File: config.mk
export PLATFORM = sky130hd
export DESIGN_NAME = countdown_timer_with_alerts
export DESIGN_NICKNAME = d
export VERILOG_FILES = /design/src/sv/cdta_pkg.sv /design/src/sv/countdown_timer_with_alerts.sv /design/src/sv/cdta_alert_unit.sv
export VERILOG_INCLUDE_DIRS = /design/src /design/src/sv
export SDC_FILE = /design/constraint.sdc
export NUM_CORES = 2
export LEC_CHECK = 0
export BUFFER_PORTS_ARGS = -buffer_cell sky130_fd_sc_hd__buf_4
export CAP_MARGIN = 20
export CELL_PAD_IN_SITES_DETAIL_PLACEMENT = 0
export CELL_PAD_IN_SITES_GLOBAL_PLACEMENT = 1
export CORE_AREA = 2 2 306 248
export CTS_BUF_LIST = sky130_fd_sc_hd__clkbuf_4
export CTS_CLUSTER_DIAMETER = 60
export DETAILED_ROUTE_END_ITERATION = 10
export DIE_AREA = 0 0 308 250
export GPL_TIMING_DRIVEN = 0
export PLACE_DENSITY_LB_ADDON = 0.1
export SLEW_MARGIN = 20
export SYNTH_ARGS = -nofsm -noshare
export SYNTH_HDL_FRONTEND = slang
export SYNTH_SLANG_ARGS = --single-unit
File: constraint.sdc
create_clock -name clock -period 14.9 [get_ports clock]
set_input_delay 0 -clock clock [delete_from_list [all_inputs] [get_ports clock]]
set_output_delay 0 -clock clock [all_outputs]
set_load 0.1 [all_outputs]
File: src/sv/countdown_timer_with_alerts_macros.svh
// Assertion helpers shared by the timer RTL.
`ifndef COUNTDOWN_TIMER_WITH_ALERTS_MACROS_SVH
`define COUNTDOWN_TIMER_WITH_ALERTS_MACROS_SVH

// Consequent checked in the same cycle as the antecedent.
`define CDTA_ASSERT_SAME(label, clk, rst, ante, cons) \
   label: assert property (@(posedge clk) disable iff (rst) (ante) |-> (cons)) \
      else $error("timer check failed (same cycle)");

// Consequent checked in the cycle after the antecedent.
`define CDTA_ASSERT_NEXT(label, clk, rst, ante, cons) \
   label: assert property (@(posedge clk) disable iff (rst) (ante) |=> (cons)) \
      else $error("timer check failed (next cycle)");

`endif

File: src/sv/cdta_pkg.sv
package cdta_pkg;

   localparam int ALERT_REGS = 4;
   localparam int MASK_W     = 4;
   localparam int REM_W      = 26;
   localparam int SEC_W      = 17;
   localparam int TOTAL_W    = 16;
   localparam int ALERT_W    = 10;
   localparam int TIME_W     = 32;

   localparam logic [REM_W-1:0] MS_PER_SEC  = 26'd1000;
   localparam logic [REM_W:0]   ROUND_UP_MS = 27'd999;

   // floor(x / 1000) == (x * SEC_RECIP) >> SEC_SHIFT, exact for x < 2^27
   localparam logic [27:0] SEC_RECIP = 28'd137438954;
   localparam int          SEC_SHIFT = 37;
   localparam int          PROD_W    = 55;

   localparam logic [TOTAL_W-1:0] TOTAL_RESET = 16'd600;
   localparam logic [ALERT_REGS-1:0][ALERT_W-1:0] ALERT_RESET =
      {10'd3, 10'd10, 10'd20, 10'd30};
   localparam logic signed [SEC_W-1:0] NO_SECONDS = -17'sd1;

   typedef enum logic [1:0] {
      OP_TICK  = 2'd0,
      OP_START = 2'd1,
      OP_RESET = 2'd2,
      OP_SYNC  = 2'd3
   } op_type;

   typedef enum logic [2:0] {
      REG_TOTAL  = 3'd0,
      REG_ALERT0 = 3'd1,
      REG_ALERT1 = 3'd2,
      REG_ALERT2 = 3'd3,
      REG_ALERT3 = 3'd4
   } reg_index_type;

   // one event after the countdown stage, on its way to the alert stage
   typedef struct packed {
      op_type               kind;
      logic                 do_alert;
      logic [REM_W-1:0]     remaining;
      logic                 running;
      logic                 started;
      logic [TOTAL_W-1:0]   secs;
   } pipe_item_type;

   typedef struct packed {
      logic [MASK_W-1:0]        mask;
      logic signed [SEC_W-1:0]  seconds;
   } alert_result_type;

endpackage

File: src/sv/countdown_timer_with_alerts.sv
// Countdown timer with one-shot alerts, two-stage pipeline.
// An input transfer is registered in the pipe register, then in the result register.
// Throughput: one event per cycle while results are not stalled; the alert stage's
// constant-reciprocal multiply for ceiling seconds sets the cycle.
// Reset (synchronous): registers to defaults, 600 000 ms loaded, timer stopped,
// no alerts fired, pipeline empty. No clearing pass.
`include "countdown_timer_with_alerts_macros.svh"

module countdown_timer_with_alerts #(
   parameter int NUM_ALERTS = 4
) (
   input  logic                       clock,
   input  logic                       reset,
   // event channel
   input  logic                       req_valid,
   output logic                       req_stall,
   input  logic [1:0]                 req_op,
   input  logic [31:0]                req_now_ms,
   input  logic signed [16:0]         req_sync_seconds,
   // result channel
   output logic                       rsp_valid,
   input  logic                       rsp_stall,
   output logic [3:0]                 rsp_alert_mask,
   output logic [25:0]                rsp_remaining_ms,
   output logic signed [16:0]         rsp_alert_seconds,
   output logic                       rsp_is_running,
   output logic                       rsp_was_started,
   // register port
   input  logic                       psel,
   input  logic                       penable,
   input  logic                       pwrite,
   input  logic [4:0]                 paddr,
   input  logic [31:0]                pwdata,
   output logic [31:0]                prdata,
   output logic                       pready
);
   import cdta_pkg::*;

   // alerts beyond the threshold registers do not exist
   localparam int ALERT_CNT = (NUM_ALERTS < ALERT_REGS) ? NUM_ALERTS : ALERT_REGS;

   // ---------------------------------------------------------------
   // Register file
   // ---------------------------------------------------------------
   logic [TOTAL_W-1:0]                  total_ff, total_in;
   logic [ALERT_REGS-1:0][ALERT_W-1:0]  thr_ff, thr_in;
   logic                                cfg_wr;
   logic                                cfg_wr_total;
   logic [2:0]                          cfg_idx;

   assign pready  = 1'b1;
   assign cfg_wr  = psel && penable && pwrite && pready;
   assign cfg_idx = paddr[4:2];

   always_comb begin
      total_in     = total_ff;
      thr_in       = thr_ff;
      cfg_wr_total = 1'b0;
      if (cfg_wr) begin
         case (cfg_idx)
            REG_TOTAL: begin
               total_in     = pwdata[TOTAL_W-1:0];
               cfg_wr_total = 1'b1;   // a total write also reloads and stops the countdown
            end
            REG_ALERT0: thr_in[0] = pwdata[ALERT_W-1:0];
            REG_ALERT1: thr_in[1] = pwdata[ALERT_W-1:0];
            REG_ALERT2: thr_in[2] = pwdata[ALERT_W-1:0];
            REG_ALERT3: thr_in[3] = pwdata[ALERT_W-1:0];
            default: begin
            end
         endcase
      end
   end

   always_comb begin
      case (cfg_idx)
         REG_TOTAL:  prdata = 32'(total_ff);
         REG_ALERT0: prdata = 32'(thr_ff[0]);
         REG_ALERT1: prdata = 32'(thr_ff[1]);
         REG_ALERT2: prdata = 32'(thr_ff[2]);
         REG_ALERT3: prdata = 32'(thr_ff[3]);
         default:    prdata = '0;
      endcase
   end

   always_ff @(posedge clock) begin
      if (reset) begin
         total_ff <= TOTAL_RESET;
         thr_ff   <= ALERT_RESET;
      end else begin
         total_ff <= total_in;
         thr_ff   <= thr_in;
      end
   end

   // ---------------------------------------------------------------
   // Handshake: pipe register, then result register.
   // The pipe register takes a new event while a result is stalled only when
   // it is empty, so one event can be absorbed behind a held result.
   // ---------------------------------------------------------------
   logic          pipe_valid_ff, pipe_valid_in;
   pipe_item_type pipe_ff, pipe_in;
   logic          rsp_valid_ff, rsp_valid_in;
   logic          rsp_load;
   logic          pipe_adv;
   logic          req_accept;

   assign rsp_load   = !rsp_valid_ff || !rsp_stall;
   assign pipe_adv   = pipe_valid_ff && rsp_load;
   assign req_stall  = pipe_valid_ff && !rsp_load;
   assign req_accept = req_valid && !req_stall;

   assign pipe_valid_in = req_accept || (pipe_valid_ff && !pipe_adv);
   assign rsp_valid_in  = rsp_load ? pipe_valid_ff : rsp_valid_ff;

   // ---------------------------------------------------------------
   // Countdown stage: time, tick base and run flags
   // ---------------------------------------------------------------
   logic [REM_W-1:0]   rem_ff, rem_in;
   logic [TIME_W-1:0]  last_tick_ff, last_tick_in;
   logic               running_ff, running_in;
   logic               started_ff, started_in;
   logic [TIME_W-1:0]  elapsed;
   logic [REM_W-1:0]   rem_after_tick;
   logic [REM_W-1:0]   reload_ms;
   logic [TOTAL_W-1:0] sync_secs;
   logic [REM_W-1:0]   sync_ms;
   op_type             op;

   assign op        = op_type'(req_op);
   // wrapped elapsed time since the last tick
   assign elapsed   = req_now_ms - last_tick_ff;
   assign rem_after_tick = (elapsed >= TIME_W'(rem_ff)) ? '0
                         : rem_ff - elapsed[REM_W-1:0];
   assign reload_ms = REM_W'(total_ff) * MS_PER_SEC;
   // negative targets clamp to zero
   assign sync_secs = req_sync_seconds[SEC_W-1] ? '0 : req_sync_seconds[TOTAL_W-1:0];
   assign sync_ms   = REM_W'(sync_secs) * MS_PER_SEC;

   always_comb begin
      rem_in       = rem_ff;
      last_tick_in = last_tick_ff;
      running_in   = running_ff;
      started_in   = started_ff;
      if (cfg_wr_total) begin
         rem_in       = REM_W'(total_in) * MS_PER_SEC;
         last_tick_in = '0;
         running_in   = 1'b0;
         started_in   = 1'b0;
      end else if (req_accept) begin
         case (op)
            OP_TICK: begin
               if (running_ff) begin
                  last_tick_in = req_now_ms;
                  rem_in       = rem_after_tick;
                  if (rem_after_tick == '0) begin
                     running_in = 1'b0;   // stops by itself at zero
                  end
               end
            end
            OP_START: begin
               if (!running_ff) begin
                  running_in   = 1'b1;
                  started_in   = 1'b1;
                  last_tick_in = req_now_ms;
               end
            end
            OP_RESET: begin
               rem_in       = reload_ms;
               last_tick_in = '0;
               running_in   = 1'b0;
               started_in   = 1'b0;
            end
            OP_SYNC: begin
               rem_in       = sync_ms;
               last_tick_in = req_now_ms;
               if (sync_secs == '0) begin
                  running_in = 1'b0;
               end
            end
            default: begin
            end
         endcase
      end
   end

   always_comb begin
      pipe_in.kind      = op;
      pipe_in.do_alert  = running_ff;   // a tick while stopped leaves alerts alone
      pipe_in.remaining = rem_in;
      pipe_in.running   = running_in;
      pipe_in.started   = started_in;
      pipe_in.secs      = sync_secs;
   end

   always_ff @(posedge clock) begin
      if (reset) begin
         rem_ff        <= REM_W'(TOTAL_RESET) * MS_PER_SEC;
         last_tick_ff  <= '0;
         running_ff    <= 1'b0;
         started_ff    <= 1'b0;
         pipe_valid_ff <= 1'b0;
      end else begin
         rem_ff        <= rem_in;
         last_tick_ff  <= last_tick_in;
         running_ff    <= running_in;
         started_ff    <= started_in;
         pipe_valid_ff <= pipe_valid_in;
      end
   end

   always_ff @(posedge clock) begin
      if (req_accept) begin
         pipe_ff <= pipe_in;
      end
   end

   // ---------------------------------------------------------------
   // Alert stage: ceiling seconds and threshold crossings
   // ---------------------------------------------------------------
   alert_result_type alert_res;

   cdta_alert_unit #(
      .ALERT_CNT (ALERT_CNT)
   ) u_alert (
      .clock      (clock),
      .reset      (reset),
      .reload     (cfg_wr_total),
      .advance    (pipe_adv),
      .item       (pipe_ff),
      .thresholds (thr_ff),
      .result     (alert_res)
   );

   // ---------------------------------------------------------------
   // Result register
   // ---------------------------------------------------------------
   logic [MASK_W-1:0]       rsp_mask_ff;
   logic [REM_W-1:0]        rsp_rem_ff;
   logic signed [SEC_W-1:0] rsp_sec_ff;
   logic                    rsp_run_ff;
   logic                    rsp_start_ff;

   always_ff @(posedge clock) begin
      if (reset) begin
         rsp_valid_ff <= 1'b0;
      end else begin
         rsp_valid_ff <= rsp_valid_in;
      end
   end

   always_ff @(posedge clock) begin
      if (pipe_adv) begin
         rsp_mask_ff  <= alert_res.mask;
         rsp_rem_ff   <= pipe_ff.remaining;
         rsp_sec_ff   <= alert_res.seconds;
         rsp_run_ff   <= pipe_ff.running;
         rsp_start_ff <= pipe_ff.started;
      end
   end

   assign rsp_valid         = rsp_valid_ff;
   assign rsp_alert_mask    = rsp_mask_ff;
   assign rsp_remaining_ms  = rsp_rem_ff;
   assign rsp_alert_seconds = rsp_sec_ff;
   assign rsp_is_running    = rsp_run_ff;
   assign rsp_was_started   = rsp_start_ff;

   // ---------------------------------------------------------------
   // Checks
   // ---------------------------------------------------------------
   // a fired alert always comes with a real seconds value
   `CDTA_ASSERT_SAME(a_alert_has_seconds, clock, reset, rsp_valid_ff && |rsp_mask_ff, rsp_sec_ff >= 0)
   // running is only possible after a start
   `CDTA_ASSERT_SAME(a_run_needs_start, clock, reset, rsp_valid_ff && !rsp_start_ff, !rsp_run_ff)
   // remaining time moves only on a transfer or a total write
   `CDTA_ASSERT_NEXT(a_rem_holds, clock, reset, !req_accept && !cfg_wr_total, $stable(rem_ff))

endmodule

File: src/sv/cdta_alert_unit.sv
module cdta_alert_unit #(
   parameter int ALERT_CNT = 4
) (
   input  logic                                                   clock,
   input  logic                                                   reset,
   input  logic                                                   reload,
   input  logic                                                   advance,
   input  cdta_pkg::pipe_item_type                                item,
   input  logic [cdta_pkg::ALERT_REGS-1:0][cdta_pkg::ALERT_W-1:0] thresholds,
   output cdta_pkg::alert_result_type                             result
);
   import cdta_pkg::*;

   logic signed [SEC_W-1:0] last_ff, last_in;
   logic [ALERT_CNT-1:0]    done_ff, done_in;
   logic [REM_W:0]          rounded;
   logic [PROD_W-1:0]       prod;
   logic signed [SEC_W-1:0] sec;
   logic signed [SEC_W-1:0] sync_sec;
   logic signed [SEC_W-1:0] thr [ALERT_CNT];
   logic [MASK_W-1:0]       mask;

   // ceiling seconds of the remaining time
   assign rounded  = {1'b0, item.remaining} + ROUND_UP_MS;
   assign prod     = PROD_W'(rounded) * PROD_W'(SEC_RECIP);
   assign sec      = $signed(prod[SEC_SHIFT +: SEC_W]);
   assign sync_sec = $signed({1'b0, item.secs});

   always_comb begin
      for (int i = 0; i < ALERT_CNT; i++) begin
         thr[i] = $signed({{(SEC_W-ALERT_W){1'b0}}, thresholds[i]});
      end
   end

   always_comb begin
      last_in = last_ff;
      done_in = done_ff;
      mask    = '0;
      case (item.kind)
         OP_TICK: begin
            if (item.do_alert && (last_ff != sec)) begin
               for (int i = 0; i < ALERT_CNT; i++) begin
                  if (!done_ff[i] && (last_ff > thr[i]) && (sec <= thr[i])) begin
                     done_in[i] = 1'b1;
                     mask[i]    = 1'b1;
                  end
               end
               last_in = sec;
            end
         end
         OP_RESET: begin
            last_in = NO_SECONDS;
            done_in = '0;
         end
         OP_SYNC: begin
            last_in = sync_sec;
            for (int i = 0; i < ALERT_CNT; i++) begin
               done_in[i] = (thr[i] >= sync_sec);
            end
         end
         default: begin
         end
      endcase
   end

   assign result.mask    = mask;
   assign result.seconds = last_in;

   always_ff @(posedge clock) begin
      if (reset || reload) begin
         last_ff <= NO_SECONDS;
         done_ff <= '0;
      end else if (advance) begin
         last_ff <= last_in;
         done_ff <= done_in;
      end
   end

endmodule

; ---- Word level (Yosys, flattened, before mapping)
; Index checks and enable logic that the tools add are counted.
[word_totals]
word_cells = 144
in_bits = 95
register_bits = 235
[classes]
n_mul = 4
reduce_logical = 44
add_sub_neg = 3
magnitude_cmp = 13
eq_ne = 17
mux = 36
[op_table]
columns = cell, count
row1 = $pmux W32 S4, 1
row2 = $mux W26, 4
row3 = $pmux W16 S5, 1
row4 = $pmux W26 S3, 1
row5 = $mul A16 B7 Y23 const B, 3
row6 = $gt A17 B11 Y1, 4
row7 = $le A17 B11 Y1, 4
row8 = $ge A10 B16 Y1, 4
row9 = $mux W32, 2
row10 = $mul A27 B27 Y53 const B, 1
row11 = $pmux W17 S3, 1
row12 = $mux W16, 3
row13 = $ge A32 B26 Y1, 1
row14 = $sub A32 B32 Y32, 1
row15 = $add A26 B10 Y27 const B, 1
row16 = $logic_not A26 Y1, 1
row17 = $sub A26 B26 Y26, 1
row18 = $mux W1, 18
row19 = $mux W17, 1
row20 = $ne A17 B17 Y1, 1
row21 = $logic_not A16 Y1, 1
row22 = $reduce_and A4 Y1, 4
row23 = $logic_and A1 B1 Y1, 15
row24 = $pmux W4 S3, 1
row25 = 18 further kinds, 42

; ---- Logic depth before layout (Yosys ltp)
[depth]
word_depth = 9
mapped_depth = 44
mapped_depth_nobuf = 43

; ---- Modules after synthesis
; A second synthesis with hierarchy kept.
[hier_totals]
cells_unflattened = 4163
hier_area_um2 = 37324.5
[modules_own_cells]
columns = module, instances, area_per_inst_um2, seq_area_each_um2, cells_each
row1 = countdown_timer_with_alerts, 1, 20457.1, 5245.0, 2198
row2 = cdta_alert_unit, 1, 16867.4, 420.4, 1965

; ---- Worst setup path before layout
; No wires, ideal clock.
[synth_timing]
path_type = reg-to-reg
from = register pipe_ff[23] in the netlist's numbering
to = register u_alert.done_ff[2]
t_arrival_ns = 9.433
required_ns = 14.841
slack_ns = 5.408
stages_incl_launch_ff = 39
setup_ns = 0.059
period_less_slack_ns = 9.492
path_cell_list = edfxtp_1 > or4_1 > or2_2 > o21ai_0 > or2_2 > nor2_1 > and3_1 > xnor2_1 > inv_1 > ha_1 > inv_1 > fa_1 > inv_1 > ha_1 > fa_1 > fa_1 > fa_1 > inv_1 > [3 not listed] > a21oi_1 > o21ai_0 > a221oi_1 > o21ai_0 > a221oi_2 > xnor2_1 > ha_1 > o21a_1 > o21a_1 > o21a_1 > o21a_1 > o21a_1 > o21a_1 > o21ai_0 > a21o_1 > a31oi_1 > a211oi_1 > o221a_2
[synth_between]
elab_chain_len = 6
elab_cells_between_ends = 9
classes_between = add/sub: 1 / mul: 1 / order compare: 1 / eq/ne: 3 / reduce/logical: 3
[synth_lines]
columns = item, line
row1 = start: declaration, countdown_timer_with_alerts.sv:102  ; pipe_item_type pipe_ff, pipe_in;
row2 = start signal: assignment, countdown_timer_with_alerts.sv:214  ; pipe_ff <= pipe_in;
row3 = $add A26 B10 Y27 (*), cdta_alert_unit.sv:24  ; assign rounded = {1'b0, item.remaining} + ROUND_UP_MS;
row4 = $mul A27 B27 Y53 (*), cdta_alert_unit.sv:25  ; assign prod = PROD_W'(rounded) * PROD_W'(SEC_RECIP);
row5 = $le A17 B11 Y1 or $ne A17 B17 Y1 (tied branches), "cdta_alert_unit.sv:43, cdta_alert_unit.sv:41"
row6 = $logic_and A1 B1 Y1 (on tied branches), "cdta_alert_unit.sv:43, cdta_alert_unit.sv:41"
row7 = $ne A2 B1 Y1 (no line), -
row8 = $reduce_and A4 Y1 (no line) (*), -
row9 = end signal: assignment, cdta_alert_unit.sv:75  ; done_ff <= done_in;
row10 = end: declaration, cdta_alert_unit.sv:15  ; logic [ALERT_CNT-1:0] done_ff, done_in;
; Every way passes the cells marked *; elsewhere a longest branch is shown, timed or not.
; A chain may end at the register's enable or synchronous reset.

; ---- Final worst setup path
[layout_timing]
from = register pipe_ff[18] in the netlist's numbering
to = register u_alert.done_ff[2]
; Same word-level chain as after synthesis.

==> results.sh <==
export IMPL_path_clk_slew_ps=70
export IMPL_std_cell_rows=90
export IMPL_drt_initial_drc_count=2316
export IMPL_tightest_slew_ps=1185
export IMPL_holdWs_ps=56.93
export IMPL_clk_path_buf_depth=3
export IMPL_hold_end="thr_ff[15]$_SDFFE_PP0P_"
export IMPL_fp_dieArea_um2=77000
export IMPL_cts_tree="yes"
export IMPL_htree_levels=3
export IMPL_final_nets=5495
export IMPL_post_cts_buffers=0
export IMPL_drv_cap=0
export IMPL_timing_rr_end="u_alert.done_ff[2]$_SDFFE_PP0P_"
export IMPL_crit_top_cell="inv_1"
export IMPL_cts_inserted_buffers=69
export IMPL_critPathLaunchType="register"
export IMPL_multi_input_area_um2=28070
export IMPL_synthSimpleGateAreaFrac=0.1175
export IMPL_antenna_found_initial=3
export IMPL_drc=0
export IMPL_drive_gt1_frac=0.07785
export IMPL_hold_viol_final=0
export IMPL_drt_first_pass_iters=6
export IMPL_wl_um=114400
export IMPL_die_x_um=308
export IMPL_grt_first_pass_wirelength_um=176400
export IMPL_synth_xor_area_share=0.04000
export IMPL_r2r_start="pipe_ff[18]$_DFFE_PP_"
export IMPL_vias=30290
export IMPL_fp_coreArea_um2=74320
export IMPL_routedWlPerCell_um=21.23
export IMPL_async_reset_ff_frac=0
export IMPL_synthCells=4026
export IMPL_num_io_pins=179
export IMPL_antenna_left=0
export IMPL_synth_seq_cells=235
export IMPL_min_from="pwdata[5]"
export IMPL_synth_edf_count=96
export IMPL_synth_adder_area_share=0.4323
export IMPL_synthMuxAreaShare=0.01734
export IMPL_grt_use_total=0.3006
export IMPL_synth_compound_area_frac=0.1532
export IMPL_fin_crit_ps=11780
export IMPL_drv_slew=0
export IMPL_fillers=6975
export IMPL_reg2reg_slack_ps=3120
export IMPL_hold_depth=4
export IMPL_initial_core_util=0.4941
export IMPL_status="finished, final reports clean"
export IMPL_overflow=0
export IMPL_cp_required_ps=15680
export IMPL_fin_skew_ps=95.29
export IMPL_slowest_stage="xor2_1"
export IMPL_clock_latency_ps=870
export IMPL_yosysWarnings=0
export IMPL_vias_per_cell=5.619
export IMPL_cts_resized=0
export IMPL_cpPeakStageDelay_ps=880
export IMPL_place_congestion=0.9818
export IMPL_dpl_hpwl_um=94790
export IMPL_ys_flop_type="dfxtp_1"
export IMPL_post_route_period_util=0.7904
export IMPL_crit_type="reg2reg"
export IMPL_first_global_vias=29760
export IMPL_r2r_worst_path_cells=42
export IMPL_grt_max_degree=47
export IMPL_rsz0062_at_grt="no"
export IMPL_synth_avg_cell_area_um2=9.120
export IMPL_root_buffer="clkbuf_4"
export IMPL_die_h_um=250
export IMPL_cp_arrival_ps=12560
export IMPL_hp_class="in2reg"
export IMPL_relSlewSlack=0.2045
export IMPL_yosysSeqAreaShare=0.1543
export IMPL_port_buffers=141
export IMPL_max_freq_mhz=84.91
export IMPL_synth_top_family_by_area="adder cells"
export IMPL_syn2layout_area_growth_pct=12.19
export IMPL_crit_path_end_kind="register"
export IMPL_synthDistinctLibCells=93
export IMPL_setup_viol=0
export IMPL_regArea_um2=5665
export IMPL_totalNegativeSetupSlack_ps=0
export IMPL_cts_sinks=235
export IMPL_syn_area_um2=36720
export IMPL_path_max_fanout=9
[final cells by class]
type | instances | area share
flip-flops and latches | 235 | 0.1375
clock inverters | 24 | 0.003341
inverters | 702 | 0.06403
well taps | 966 | 0.02934
multi-input cells | 2996 | 0.6814
diodes | 5 | 0.0003037
plain buffers | 108 | 0.01197
clock buffers | 102 | 0.01859
repair buffers | 252 | 0.05352
[worst max path at each step]
stage,from,to
final,pipe_ff[18]$_DFFE_PP_,u_alert.done_ff[2]$_SDFFE_PP0P_
after global routing,pipe_ff[18]$_DFFE_PP_,u_alert.done_ff[2]$_SDFFE_PP0P_
after CTS,pipe_ff[18]$_DFFE_PP_,u_alert.done_ff[2]$_SDFFE_PP0P_
after detailed placement,pipe_ff[18]$_DFFE_PP_,u_alert.done_ff[2]$_SDFFE_PP0P_
after global placement,pipe_ff[18]$_DFFE_PP_,u_alert.done_ff[2]$_SDFFE_PP0P_
after floorplan,pipe_ff[23]$_DFFE_PP_,u_alert.done_ff[2]$_SDFFE_PP0P_
[cell families after synthesis]
group	Yosys count
adders and majority gates	1036
and+or+nand+nor	870
AOI/OAI and AO/OA	849
buffers and inverters	810
DFF	235
xor gates and xnor gates	161
muxes	63
other	2
[synth_stat cells, types with 27 or more instances]
master / number / share of area
nor3_1: 54 / 0.0074
o21a_1: 60 / 0.012
o211ai_1: 28 / 0.0057
inv_1: 701 / 0.072
nand3_1: 56 / 0.0076
nand2b_1: 50 / 0.0085
ha_1: 648 / 0.22
xnor2_1: 93 / 0.022
fa_1: 388 / 0.21
and3_1: 38 / 0.0065
nand2_1: 229 / 0.023
nor2_1: 216 / 0.022
a211oi_1: 32 / 0.0065
and2_1: 34 / 0.0058
clkbuf_1: 80 / 0.0082
nor3b_1: 37 / 0.0076
a21oi_1: 258 / 0.035
a21o_1: 106 / 0.022
edfxtp_1: 96 / 0.079
nor2b_1: 27 / 0.0046
o21ai_0: 119 / 0.016
xor2_1: 64 / 0.015
o22ai_1: 34 / 0.0058
dfxtp_1: 139 / 0.076
nand4_1: 46 / 0.0078
mux2i_1: 58 / 0.016
[routing by layer]
| layer | global-route usage | wire length [µm] |
|---|---|---|
| met1 | 0.4456 | 54220 |
| met2 | 0.4497 | 48580 |
| met3 | 0.05859 | 9079 |
| met4 | 0.06969 | 2550 |
| met5 | 0 | 0 |
[registers in the layout, indices dropped and copies added, names as in the netlist, 16 cells and up]
signal             cells
pipe_ff               47
thr_ff                40
last_tick_ff          32
rem_ff                26
rsp_remaining_ms      26
rsp_alert_seconds     17
u_alert.last_ff       17
total_ff              16
[cell usage in the layout, fill, tap and decap left out, types with 96 or more instances in the layout]
master / n
inv_1: 700
fa_1: 388
dfxtp_1: 139
nor2_1: 216
a21o_1: 106
ha_1: 648
o21ai_0: 118
nand2_1: 229
buf_4: 158
dlygate4sd3_1: 109
edfxtp_1: 96
clkbuf_4: 103
a21oi_1: 258
[through the flow]
step | instances | worst slack [ps] | cell area [µm²] | util
global route | 5389 | 2381 | 41190 | 0.5542
floorplan | 4041 | 5408 | 36780 | -
CTS | 5385 | 3149 | 41150 | 0.5537
global placement | 5148 | 2717 | 39040 | 0.5253
detailed placement | 5150 | 3183 | 39160 | 0.5269
finish | 5390 | 3123 | 41190 | 0.5543
[worst max-delay path: cells and delay by family, from the launching register on]
family                   cells  cell delay, ps
AND/OR/NAND/NOR              3             370
AO/OA/AOI/OAI               19            4000
adder cells (fa/ha/maj)      9            4150
buffers and inverters        9            1360
XOR/XNOR                     2            1290
flip-flops                   1             580
[repair_timing]
action / 4_1_cts / 5_1_grt
setup endpoints to repair: 0 / 0
hold endpoints to repair: 142 / 0
hold buffers: 109 / 0
Power is not shown: default switching activity piles up to over one toggle a cycle in this logic, so the estimate is an artifact.
